===== src/rtl/long_press_detector_progress_blink_assert.svh =====
// assertion macros for the long press detector
// used by the top level; expects signals clk and rst_n in scope
`ifndef LONG_PRESS_DETECTOR_PROGRESS_BLINK_ASSERT_SVH
`define LONG_PRESS_DETECTOR_PROGRESS_BLINK_ASSERT_SVH

// same-cycle implication
`define LPDPB_ASSERT_IMP(label, a, b) \
    label: assert property (@(posedge clk) disable iff (!rst_n) (a) |-> (b)) \
        else $error("lpdpb assertion failed");

// next-cycle implication
`define LPDPB_ASSERT_NXT(label, a, b) \
    label: assert property (@(posedge clk) disable iff (!rst_n) (a) |=> (b)) \
        else $error("lpdpb assertion failed");

`endif


===== src/rtl/lpdpb_pkg.sv =====
// shared types, constants and the blink interval function
// no dependencies
package lpdpb_pkg;

    localparam int unsigned THRESH_W       = 20;
    localparam int unsigned TIME_W         = 32;
    localparam int unsigned PROG_W         = 7;
    localparam int unsigned DIVIDEND_W     = THRESH_W + PROG_W;
    localparam int unsigned DIVISOR_W      = THRESH_W + PROG_W - 1;
    localparam int unsigned DIV_STEPS      = PROG_W;
    localparam int unsigned STEP_W         = 3;
    localparam int unsigned INTERVAL_W     = 10;

    localparam logic [THRESH_W-1:0] THRESH_RESET = 20'd5000;
    localparam int unsigned PCT_SCALE       = 100;
    localparam int unsigned BLINK_START_MS  = 500;
    localparam int unsigned BLINK_SLOPE_NUM = 45;
    localparam int unsigned BLINK_SLOPE_DEN = 10;
    localparam int unsigned BLINK_FLOOR_MS  = 50;
    // 45/10 per percent equals 9/2 exactly
    localparam int unsigned BLINK_SLOPE_X2  = BLINK_SLOPE_NUM * 2 / BLINK_SLOPE_DEN;

    typedef enum logic [1:0] {
        ST_IDLE,
        ST_EVAL,
        ST_DIV,
        ST_FIN
    } ctrl_state_t;

    typedef struct packed {
        logic load_in;
        logic div_start;
        logic div_step;
        logic commit;
    } ctrl_cmd_t;

    typedef struct packed {
        logic need_div;
    } dp_status_t;

    // blink interval in ms from progress in percent
    function automatic logic [INTERVAL_W-1:0] blink_interval(input logic [PROG_W-1:0] pct);
        logic [INTERVAL_W+1:0] scaled;
        logic [INTERVAL_W:0]   dec;
        logic [INTERVAL_W-1:0] ival;
        scaled = {{(INTERVAL_W+2-PROG_W){1'b0}}, pct} * (INTERVAL_W+2)'(BLINK_SLOPE_X2);
        dec    = scaled[INTERVAL_W+1:1];
        if (dec >= (INTERVAL_W+1)'(BLINK_START_MS))
            ival = '0;
        else
            ival = INTERVAL_W'((INTERVAL_W+1)'(BLINK_START_MS) - dec);
        if (ival < INTERVAL_W'(BLINK_FLOOR_MS))
            ival = INTERVAL_W'(BLINK_FLOOR_MS);
        return ival;
    endfunction

endpackage


===== src/rtl/lpdpb_ctrl.sv =====
// sequencing state machine: accept, evaluate, divide, commit
// depends on lpdpb_pkg
module lpdpb_ctrl (
    input  logic                   clk,
    input  logic                   rst_n,
    input  logic                   in_valid,
    output logic                   in_ready,
    output logic                   out_valid,
    input  logic                   out_ready,
    input  lpdpb_pkg::dp_status_t  status,
    output lpdpb_pkg::ctrl_cmd_t   cmd
);
    import lpdpb_pkg::*;

    ctrl_state_t        state_reg, state_next;
    logic [STEP_W-1:0]  step_reg, step_next;
    logic               out_valid_reg, out_valid_next;

    always_ff @(posedge clk or negedge rst_n)
    begin
        if (!rst_n)
        begin
            state_reg     <= ST_IDLE;
            step_reg      <= '0;
            out_valid_reg <= 1'b0;
        end
        else
        begin
            state_reg     <= state_next;
            step_reg      <= step_next;
            out_valid_reg <= out_valid_next;
        end
    end

    always_comb
    begin
        state_next     = state_reg;
        step_next      = step_reg;
        out_valid_next = out_valid_reg && !out_ready;
        cmd            = '0;
        in_ready       = 1'b0;
        unique case (state_reg)
            ST_IDLE:
            begin
                in_ready = 1'b1;
                if (in_valid)
                begin
                    cmd.load_in = 1'b1;
                    state_next  = ST_EVAL;
                end
            end
            ST_EVAL:
            begin
                step_next = '0;
                if (status.need_div)
                begin
                    cmd.div_start = 1'b1;
                    state_next    = ST_DIV;
                end
                else
                    state_next = ST_FIN;
            end
            ST_DIV:
            begin
                cmd.div_step = 1'b1;
                step_next    = step_reg + STEP_W'(1);
                if (step_reg == STEP_W'(DIV_STEPS - 1))
                    state_next = ST_FIN;
            end
            ST_FIN:
            begin
                // wait for the output slot
                if (!out_valid_reg || out_ready)
                begin
                    cmd.commit     = 1'b1;
                    out_valid_next = 1'b1;
                    state_next     = ST_IDLE;
                end
            end
            default:
                state_next = ST_IDLE;
        endcase
    end

    assign out_valid = out_valid_reg;

endmodule


===== src/rtl/lpdpb_dpath.sv =====
// datapath: threshold register, press state, restoring divider, result register
// depends on lpdpb_pkg
module lpdpb_dpath (
    input  logic                          clk,
    input  logic                          rst_n,
    input  lpdpb_pkg::ctrl_cmd_t          cmd,
    output lpdpb_pkg::dp_status_t         status,
    input  logic                          cfg_we,
    input  logic [lpdpb_pkg::THRESH_W-1:0] cfg_data,
    input  logic                          in_button,
    input  logic [lpdpb_pkg::TIME_W-1:0]  in_now,
    output logic                          led_owned,
    output logic                          led_level,
    output logic                          reset_trigger
);
    import lpdpb_pkg::*;

    logic [THRESH_W-1:0]   thr_reg;
    logic [TIME_W-1:0]     press_reg, press_next;
    logic [TIME_W-1:0]     toggle_reg, toggle_next;
    logic                  was_held_reg, was_held_next;
    logic                  blink_reg, blink_next;
    logic                  btn_reg;
    logic [TIME_W-1:0]     now_reg;
    logic [DIVIDEND_W-1:0] rem_reg;
    logic [DIVISOR_W-1:0]  div_reg;
    logic [PROG_W-1:0]     quo_reg;
    logic                  owned_reg, level_reg, trig_reg;
    logic                  owned_next, level_next, trig_next;

    logic [TIME_W-1:0]     hold;
    logic                  at_thr;
    logic [TIME_W-1:0]     since_toggle;
    logic [INTERVAL_W-1:0] interval;
    logic                  fits;

    assign hold         = now_reg - press_reg;
    assign at_thr       = hold >= {{(TIME_W-THRESH_W){1'b0}}, thr_reg};
    assign since_toggle = now_reg - toggle_reg;
    assign interval     = blink_interval(quo_reg);
    assign fits         = rem_reg >= {1'b0, div_reg};

    assign status.need_div = btn_reg && was_held_reg && !at_thr;

    always_ff @(posedge clk or negedge rst_n)
    begin
        if (!rst_n)
        begin
            thr_reg      <= THRESH_RESET;
            press_reg    <= '0;
            toggle_reg   <= '0;
            was_held_reg <= 1'b0;
            blink_reg    <= 1'b0;
        end
        else
        begin
            if (cfg_we)
                thr_reg <= cfg_data;
            if (cmd.commit)
            begin
                press_reg    <= press_next;
                toggle_reg   <= toggle_next;
                was_held_reg <= was_held_next;
                blink_reg    <= blink_next;
            end
        end
    end

    // payload registers
    always_ff @(posedge clk)
    begin
        if (cmd.load_in)
        begin
            btn_reg <= in_button;
            now_reg <= in_now;
        end
        if (cmd.div_start)
        begin
            // hold is below the threshold here, so the quotient fits in PROG_W bits
            rem_reg <= {{PROG_W{1'b0}}, hold[THRESH_W-1:0]} * DIVIDEND_W'(PCT_SCALE);
            div_reg <= {thr_reg, {(PROG_W-1){1'b0}}};
            quo_reg <= '0;
        end
        else if (cmd.div_step)
        begin
            if (fits)
                rem_reg <= rem_reg - {1'b0, div_reg};
            div_reg <= div_reg >> 1;
            quo_reg <= {quo_reg[PROG_W-2:0], fits};
        end
        if (cmd.commit)
        begin
            owned_reg <= owned_next;
            level_reg <= level_next;
            trig_reg  <= trig_next;
        end
    end

    always_comb
    begin
        press_next    = press_reg;
        toggle_next   = toggle_reg;
        was_held_next = was_held_reg;
        blink_next    = blink_reg;
        owned_next    = 1'b0;
        level_next    = 1'b0;
        trig_next     = 1'b0;
        if (btn_reg)
        begin
            owned_next = 1'b1;
            if (!was_held_reg)
            begin
                press_next    = now_reg;
                toggle_next   = now_reg;
                was_held_next = 1'b1;
                blink_next    = 1'b1;
                level_next    = 1'b1;
            end
            else if (at_thr)
            begin
                level_next = 1'b1;
                trig_next  = 1'b1;
            end
            else
            begin
                if (since_toggle >= {{(TIME_W-INTERVAL_W){1'b0}}, interval})
                begin
                    toggle_next = now_reg;
                    blink_next  = !blink_reg;
                end
                level_next = blink_next;
            end
        end
        else
            was_held_next = 1'b0;
    end

    assign led_owned     = owned_reg;
    assign led_level     = level_reg;
    assign reset_trigger = trig_reg;

endmodule


===== src/rtl/long_press_detector_progress_blink.sv =====
// top level of the long press detector with progress blink
// depends on lpdpb_pkg, lpdpb_ctrl, lpdpb_dpath and the assertion header
`include "long_press_detector_progress_blink_assert.svh"
//
// usage
//   one input beat is one poll of the reset button: its level and the ms
//   timestamp of the poll. every poll yields exactly one output beat
//   with led ownership, led level and the reset trigger flag
//   the cfg channel writes the hold threshold in ms; cfg_ready is always high,
//   writes belong in idle periods between polls
// sequence
//   a poll that needs no progress figure (released, first poll of a press,
//   threshold reached) goes from accept through the evaluate and finish states
//   to the output register; a poll below the threshold also passes through the
//   divide state, where the 7-step restoring divider forms hold*100/threshold
//   one quotient bit per cycle; one poll is in work at a time, so a new poll
//   is accepted only once the state machine is back in idle after a commit
// reset
//   rst_n clears the press state and the blink level, loads a threshold of
//   5000 ms and empties the output register
// stalls
//   a finished result sits in the output register until m_axis_tready; the
//   next poll is still accepted and worked on, and only its commit waits for
//   the output register to free up
module long_press_detector_progress_blink (
    input  logic        clk,
    input  logic        rst_n,
    // poll stream
    input  logic        s_axis_tvalid,
    output logic        s_axis_tready,
    input  logic [39:0] s_axis_tdata,   // [0] button_pressed, [32:1] now_ms, rest zero
    // result stream
    output logic        m_axis_tvalid,
    input  logic        m_axis_tready,
    output logic [7:0]  m_axis_tdata,   // [0] led_owned, [1] led_level, [2] reset_trigger
    // threshold write
    input  logic        cfg_valid,
    output logic        cfg_ready,
    input  logic [19:0] cfg_data        // hold_threshold_ms
);
    import lpdpb_pkg::*;

    ctrl_cmd_t  cmd;
    dp_status_t status;
    logic       led_owned;
    logic       led_level;
    logic       reset_trigger;

    // the threshold register takes a write on any cycle
    assign cfg_ready = 1'b1;

    lpdpb_ctrl u_ctrl (
        .clk       (clk),
        .rst_n     (rst_n),
        .in_valid  (s_axis_tvalid),
        .in_ready  (s_axis_tready),
        .out_valid (m_axis_tvalid),
        .out_ready (m_axis_tready),
        .status    (status),
        .cmd       (cmd)
    );

    lpdpb_dpath u_dpath (
        .clk           (clk),
        .rst_n         (rst_n),
        .cmd           (cmd),
        .status        (status),
        .cfg_we        (cfg_valid && cfg_ready),
        .cfg_data      (cfg_data),
        .in_button     (s_axis_tdata[0]),
        .in_now        (s_axis_tdata[TIME_W:1]),
        .led_owned     (led_owned),
        .led_level     (led_level),
        .reset_trigger (reset_trigger)
    );

    // result beat packing
    assign m_axis_tdata = {5'b0, reset_trigger, led_level, led_owned};

    // a trigger always comes with the led owned and driven on
    `LPDPB_ASSERT_IMP(a_trig_solid, m_axis_tvalid && reset_trigger, led_owned && led_level)
    // a released button never drives the led
    `LPDPB_ASSERT_IMP(a_release_dark, m_axis_tvalid && !led_owned, !led_level && !reset_trigger)
    // one poll at a time: no accept in the cycle after an accept
    `LPDPB_ASSERT_NXT(a_one_poll, s_axis_tvalid && s_axis_tready, !s_axis_tready)
    // a commit always leaves a valid result behind
    `LPDPB_ASSERT_NXT(a_commit_out, cmd.commit, m_axis_tvalid)

endmodule

===== config.mk =====
export PLATFORM = sky130hd
export DESIGN_NAME = long_press_detector_progress_blink
export DESIGN_NICKNAME = d
export VERILOG_FILES = /design/src/rtl/lpdpb_pkg.sv /design/src/rtl/lpdpb_ctrl.sv /design/src/rtl/lpdpb_dpath.sv /design/src/rtl/long_press_detector_progress_blink.sv
export VERILOG_INCLUDE_DIRS = /design/src /design/src/rtl
export SDC_FILE = /design/constraint.sdc
export NUM_CORES = 1
export LEC_CHECK = 0
export CAP_MARGIN = 20
export CORE_AREA = 3 3 147 220
export DETAILED_ROUTE_END_ITERATION = 12
export DIE_AREA = 0 0 150 223
export DONT_BUFFER_PORTS = 1
export PLACE_DENSITY_LB_ADDON = 0.25
export SLEW_MARGIN = 20
export SYNTH_ARGS = -nofsm -noshare
export SYNTH_HDL_FRONTEND = slang
export SYNTH_SLANG_ARGS = --single-unit
export TNS_END_PERCENT = 20

===== constraint.sdc =====
create_clock -name clk -period 7.9 [get_ports clk]
set_clock_uncertainty 0.05 [all_clocks]
set_input_delay 1.185 -clock clk [delete_from_list [all_inputs] [get_ports clk]]
set_output_delay 1.185 -clock clk [all_outputs]
set_load 0.02 [all_outputs]

==> summary.txt <==
SYNTH
--------------------------------------------------------------------------------------------------------
Top cell type's share of synthesized area .................................................        15.3%
Syn_area_per_cell .........................................................................     8.80 µm²
Top cells by area in the synthesized netlist .............................................. ha_1 (15%), edfxtp_1 (15%), dfrtp_1 (14%)
Flip-flop cell with the highest count after synthesis .....................................      dfrtp_1
Gate Count Post-Synth .....................................................................         1828
Combined area of all synthesized cells ....................................................    16100 µm²
Count of flip-flops with a built-in enable after synthesis ................................           81
Sequential area share after synthesis .....................................................        31.3%
Post-synthesis sequential element count ...................................................          188
Synth async-reset ratio ...................................................................        48.9%
Cell type with the largest total area after synthesis .....................................         ha_1
Synth Warn # ..............................................................................            0
Most frequent cells after synthesis ....................................................... inv_1 (210), ha_1 (197), nand2_1 (184), o21ai_0 (155), a21oi_1 (103)
Most repeated cell in the gate-level netlist after synthesis ..............................        inv_1
Post-synthesis cell type count ............................................................           85

FLOORPLAN
--------------------------------------------------------------------------------------------------------
Core ar. ..................................................................................    30400 µm²
Starting utilization of the core area .....................................................        52.8%
# rows ....................................................................................           78
Die H .....................................................................................       223 µm
Overall die area ..........................................................................    33500 µm²
Die X-Extent ..............................................................................       150 µm
Number of top-level pins ..................................................................           76

TIMING
--------------------------------------------------------------------------------------------------------
Final Hold Violating Endpoints ............................................................            0
Total negative slack for setup checks .....................................................         0 ns
Max Transition Viols Final ................................................................            0
Count of final setup violators ............................................................            0
Slew at the pin closest to its max-slew limit .............................................     0.917 ns
Rel. slew slack ...........................................................................        38.8%
Setup repair after global routing missed its margin .......................................        false
Tmin final ................................................................................      6.96 ns
Achievable Freq ...........................................................................    0.144 GHz
Ratio of final minimum period to clock period .............................................        88.1%

SETUP PATH
--------------------------------------------------------------------------------------------------------
Startpoint of the worst register-to-register path ......................................... u_dpath.quo_reg[5]
Worst setup EP type .......................................................................         flop
Critical Path RT ..........................................................................      8.18 ns
Kind of launch point of the worst setup path ..............................................         flop
Register-to-register path setup slack .....................................................      0.94 ns
Number of cells on the worst reg-to-reg path ..............................................           26
CP Data Arrival Time ......................................................................      7.24 ns
Critical path start-end classification .................................................... flop to flop
Launching instance or port of the critical path ........................................... u_dpath.quo_reg[5]
Crit-path max FO ..........................................................................           28
Worst R2R End ............................................................................. u_dpath.toggle_reg[9]

DETAILED ROUTING
--------------------------------------------------------------------------------------------------------
1st-iter DRT viols ........................................................................          602
DRC Markers ...............................................................................            0
Total vias in the final route .............................................................        13100
Detail-routed via count per cell ..........................................................         5.98
Post-route antenna net violation count ....................................................            0
Post-detailed-route wirelength per cell ...................................................      18.1 µm
First-pass iteration count of the detailed router .........................................            5
Detailed Route WL .........................................................................      39.6 mm

CLOCKING
--------------------------------------------------------------------------------------------------------
Resize count post-CTS .....................................................................            0
Worst-case clock buffer depth .............................................................            2
Number of buffers added by the clock tree synthesis step ..................................           17
Clock network latency to the later pin of the worst-skew pair .............................      0.47 ns
Number of clock sinks .....................................................................          188
Post-CTS clock slew at the launch and capture registers of the worst setup and hold paths .      0.07 ns
Deepest level of the CTS H-tree ...........................................................            4
Postcts setup bufs ........................................................................            0
Clock tree from TritonCTS .................................................................          yes
Clock root buffer .........................................................................    clkbuf_16
Hold buffers post-CTS .....................................................................            0

GLOBAL ROUTE
--------------------------------------------------------------------------------------------------------
Initial antenna violation count ...........................................................            1
Grt ovf ...................................................................................            0
Number of global-route vias before repair .................................................        13100
Global-route wire length before repair ....................................................      64.5 mm
Total global routing track utilization ....................................................        23.9%
Maximum number of pins on one net before global-route repair ..............................           93

CELLS AND AREA
--------------------------------------------------------------------------------------------------------
Number of inserted diodes .................................................................            0
Fraction of layout cells with a size suffix above 1 .......................................        5.81%
NumNets Final .............................................................................         2059
Area grow syn2layout ......................................................................        5.28%

PLACE
--------------------------------------------------------------------------------------------------------
Total half-perimeter wirelength after legalization and detailed placement .................      30.0 mm
Number of buffers added on ports ..........................................................            0
GP Congestion .............................................................................        0.917

OUTCOME
--------------------------------------------------------------------------------------------------------
Status ....................................................................................    completed

RUN
--------------------------------------------------------------------------------------------------------
Number of maximum-capacitance constraint violations .......................................            0

MIN PATH
--------------------------------------------------------------------------------------------------------
Min-Delay Path Class ...................................................................... input port to asynchronous set/reset pin

critical path, cell delays in order, from the launching register on:
cell	delay (ns)
dfxtp_1	0.44
ha_1	0.31
ha_1	0.30
a21o_1	0.16
a21oi_1	0.22
nor2b_1	0.07
o21ai_0	0.20
xnor2_1	0.21
nor3_1	0.10
o22ai_1	0.58
nand3_1	0.19
o2111ai_1	0.33
nor2_1	0.13
nor2_1	0.12
ha_1	0.23
nand2b_1	0.14
a21o_1	0.17
a211oi_1	0.26
o31ai_1	0.13
nor4_1	0.27
nand4_1	0.17
nor4_1	0.30
o2111ai_1	0.20
or4_1	0.72
buf_4	0.34
a32oi_1	0.33
o31ai_4	0.11
worst max-delay path by stage:
stage	endpoint	cells past startpoint
after detailed placement	u_dpath.toggle_reg[9]	26
after floorplan	u_dpath.rem_reg[10]	24
after CTS	u_dpath.toggle_reg[9]	26
final	u_dpath.toggle_reg[9]	26
after global placement	u_dpath.toggle_reg[9]	25
after global routing	u_dpath.toggle_reg[9]	26
metal layers:
metal	up-vias	share of wire (%)	global-route usage, %
li1	6418	-	-
met2	248	53	44.7
met3	78	3.2	3.17
met4	2	3.7	9.93
met5	-	0.033	0
met1	6351	40	26.8
cells in the final DEF, fill, tap and decap left out, drive strengths merged, types with 10 or more instances in the layout:
master / instances
a31oi: 19
nand4: 16
xor2: 34
nor2: 78
nor2b: 20
dfrtp: 87
o31ai: 38
a21oi: 103
o211ai: 21
o21bai: 18
or3: 13
o21ai: 158
clkbuf: 20
nor4: 13
and3: 46
a32oi: 31
xnor2: 58
nand2b: 28
fa: 19
buf: 10
nand2: 184
inv: 212
nand3: 30
dfxtp: 15
a21o: 49
a211oi: 17
mux2i: 16
nor3: 23
edfxtp: 81
ha: 197
stage by stage:
stage	hold slack, ns	area (µm²)	std cells	setup slack (ns)	utilization, %
final	0.364	16900	2191	0.938	55.6
after global routing	0.340	16900	2191	0.430	55.6
after CTS	0.340	16900	2191	0.959	55.6
after detailed placement	0.426	16300	2159	0.965	53.7
after global placement	0.417	16300	2159	1.10	53.7
after floorplan	0.404	16100	1833	2.05	-
layout make-up:
type | count | area, µm²
clock inverter | 12 | 138
multi-input combinational | 1351 | 9920
tap | 400 | 500
inverter | 210 | 788
sequential | 188 | 5040
clock buffer | 20 | 458
fill | 2811 | 13500
timing repair buffer | 10 | 87.6
logic make-up after synthesis:
family	synth area share (%)
flip-flops	31.3
other	0.0467
multiplexers	1.21
adder cells (fa/ha/maj)	17.7
buffers and inverters	7.30
XOR/XNOR	5.01
AND/OR/NAND/NOR	15.2
AO/OA/AOI/OAI	22.2
Power is left out: the tool's default activity adds up to more than one toggle a clock period on the data nets, which glitch-free logic cannot reach.
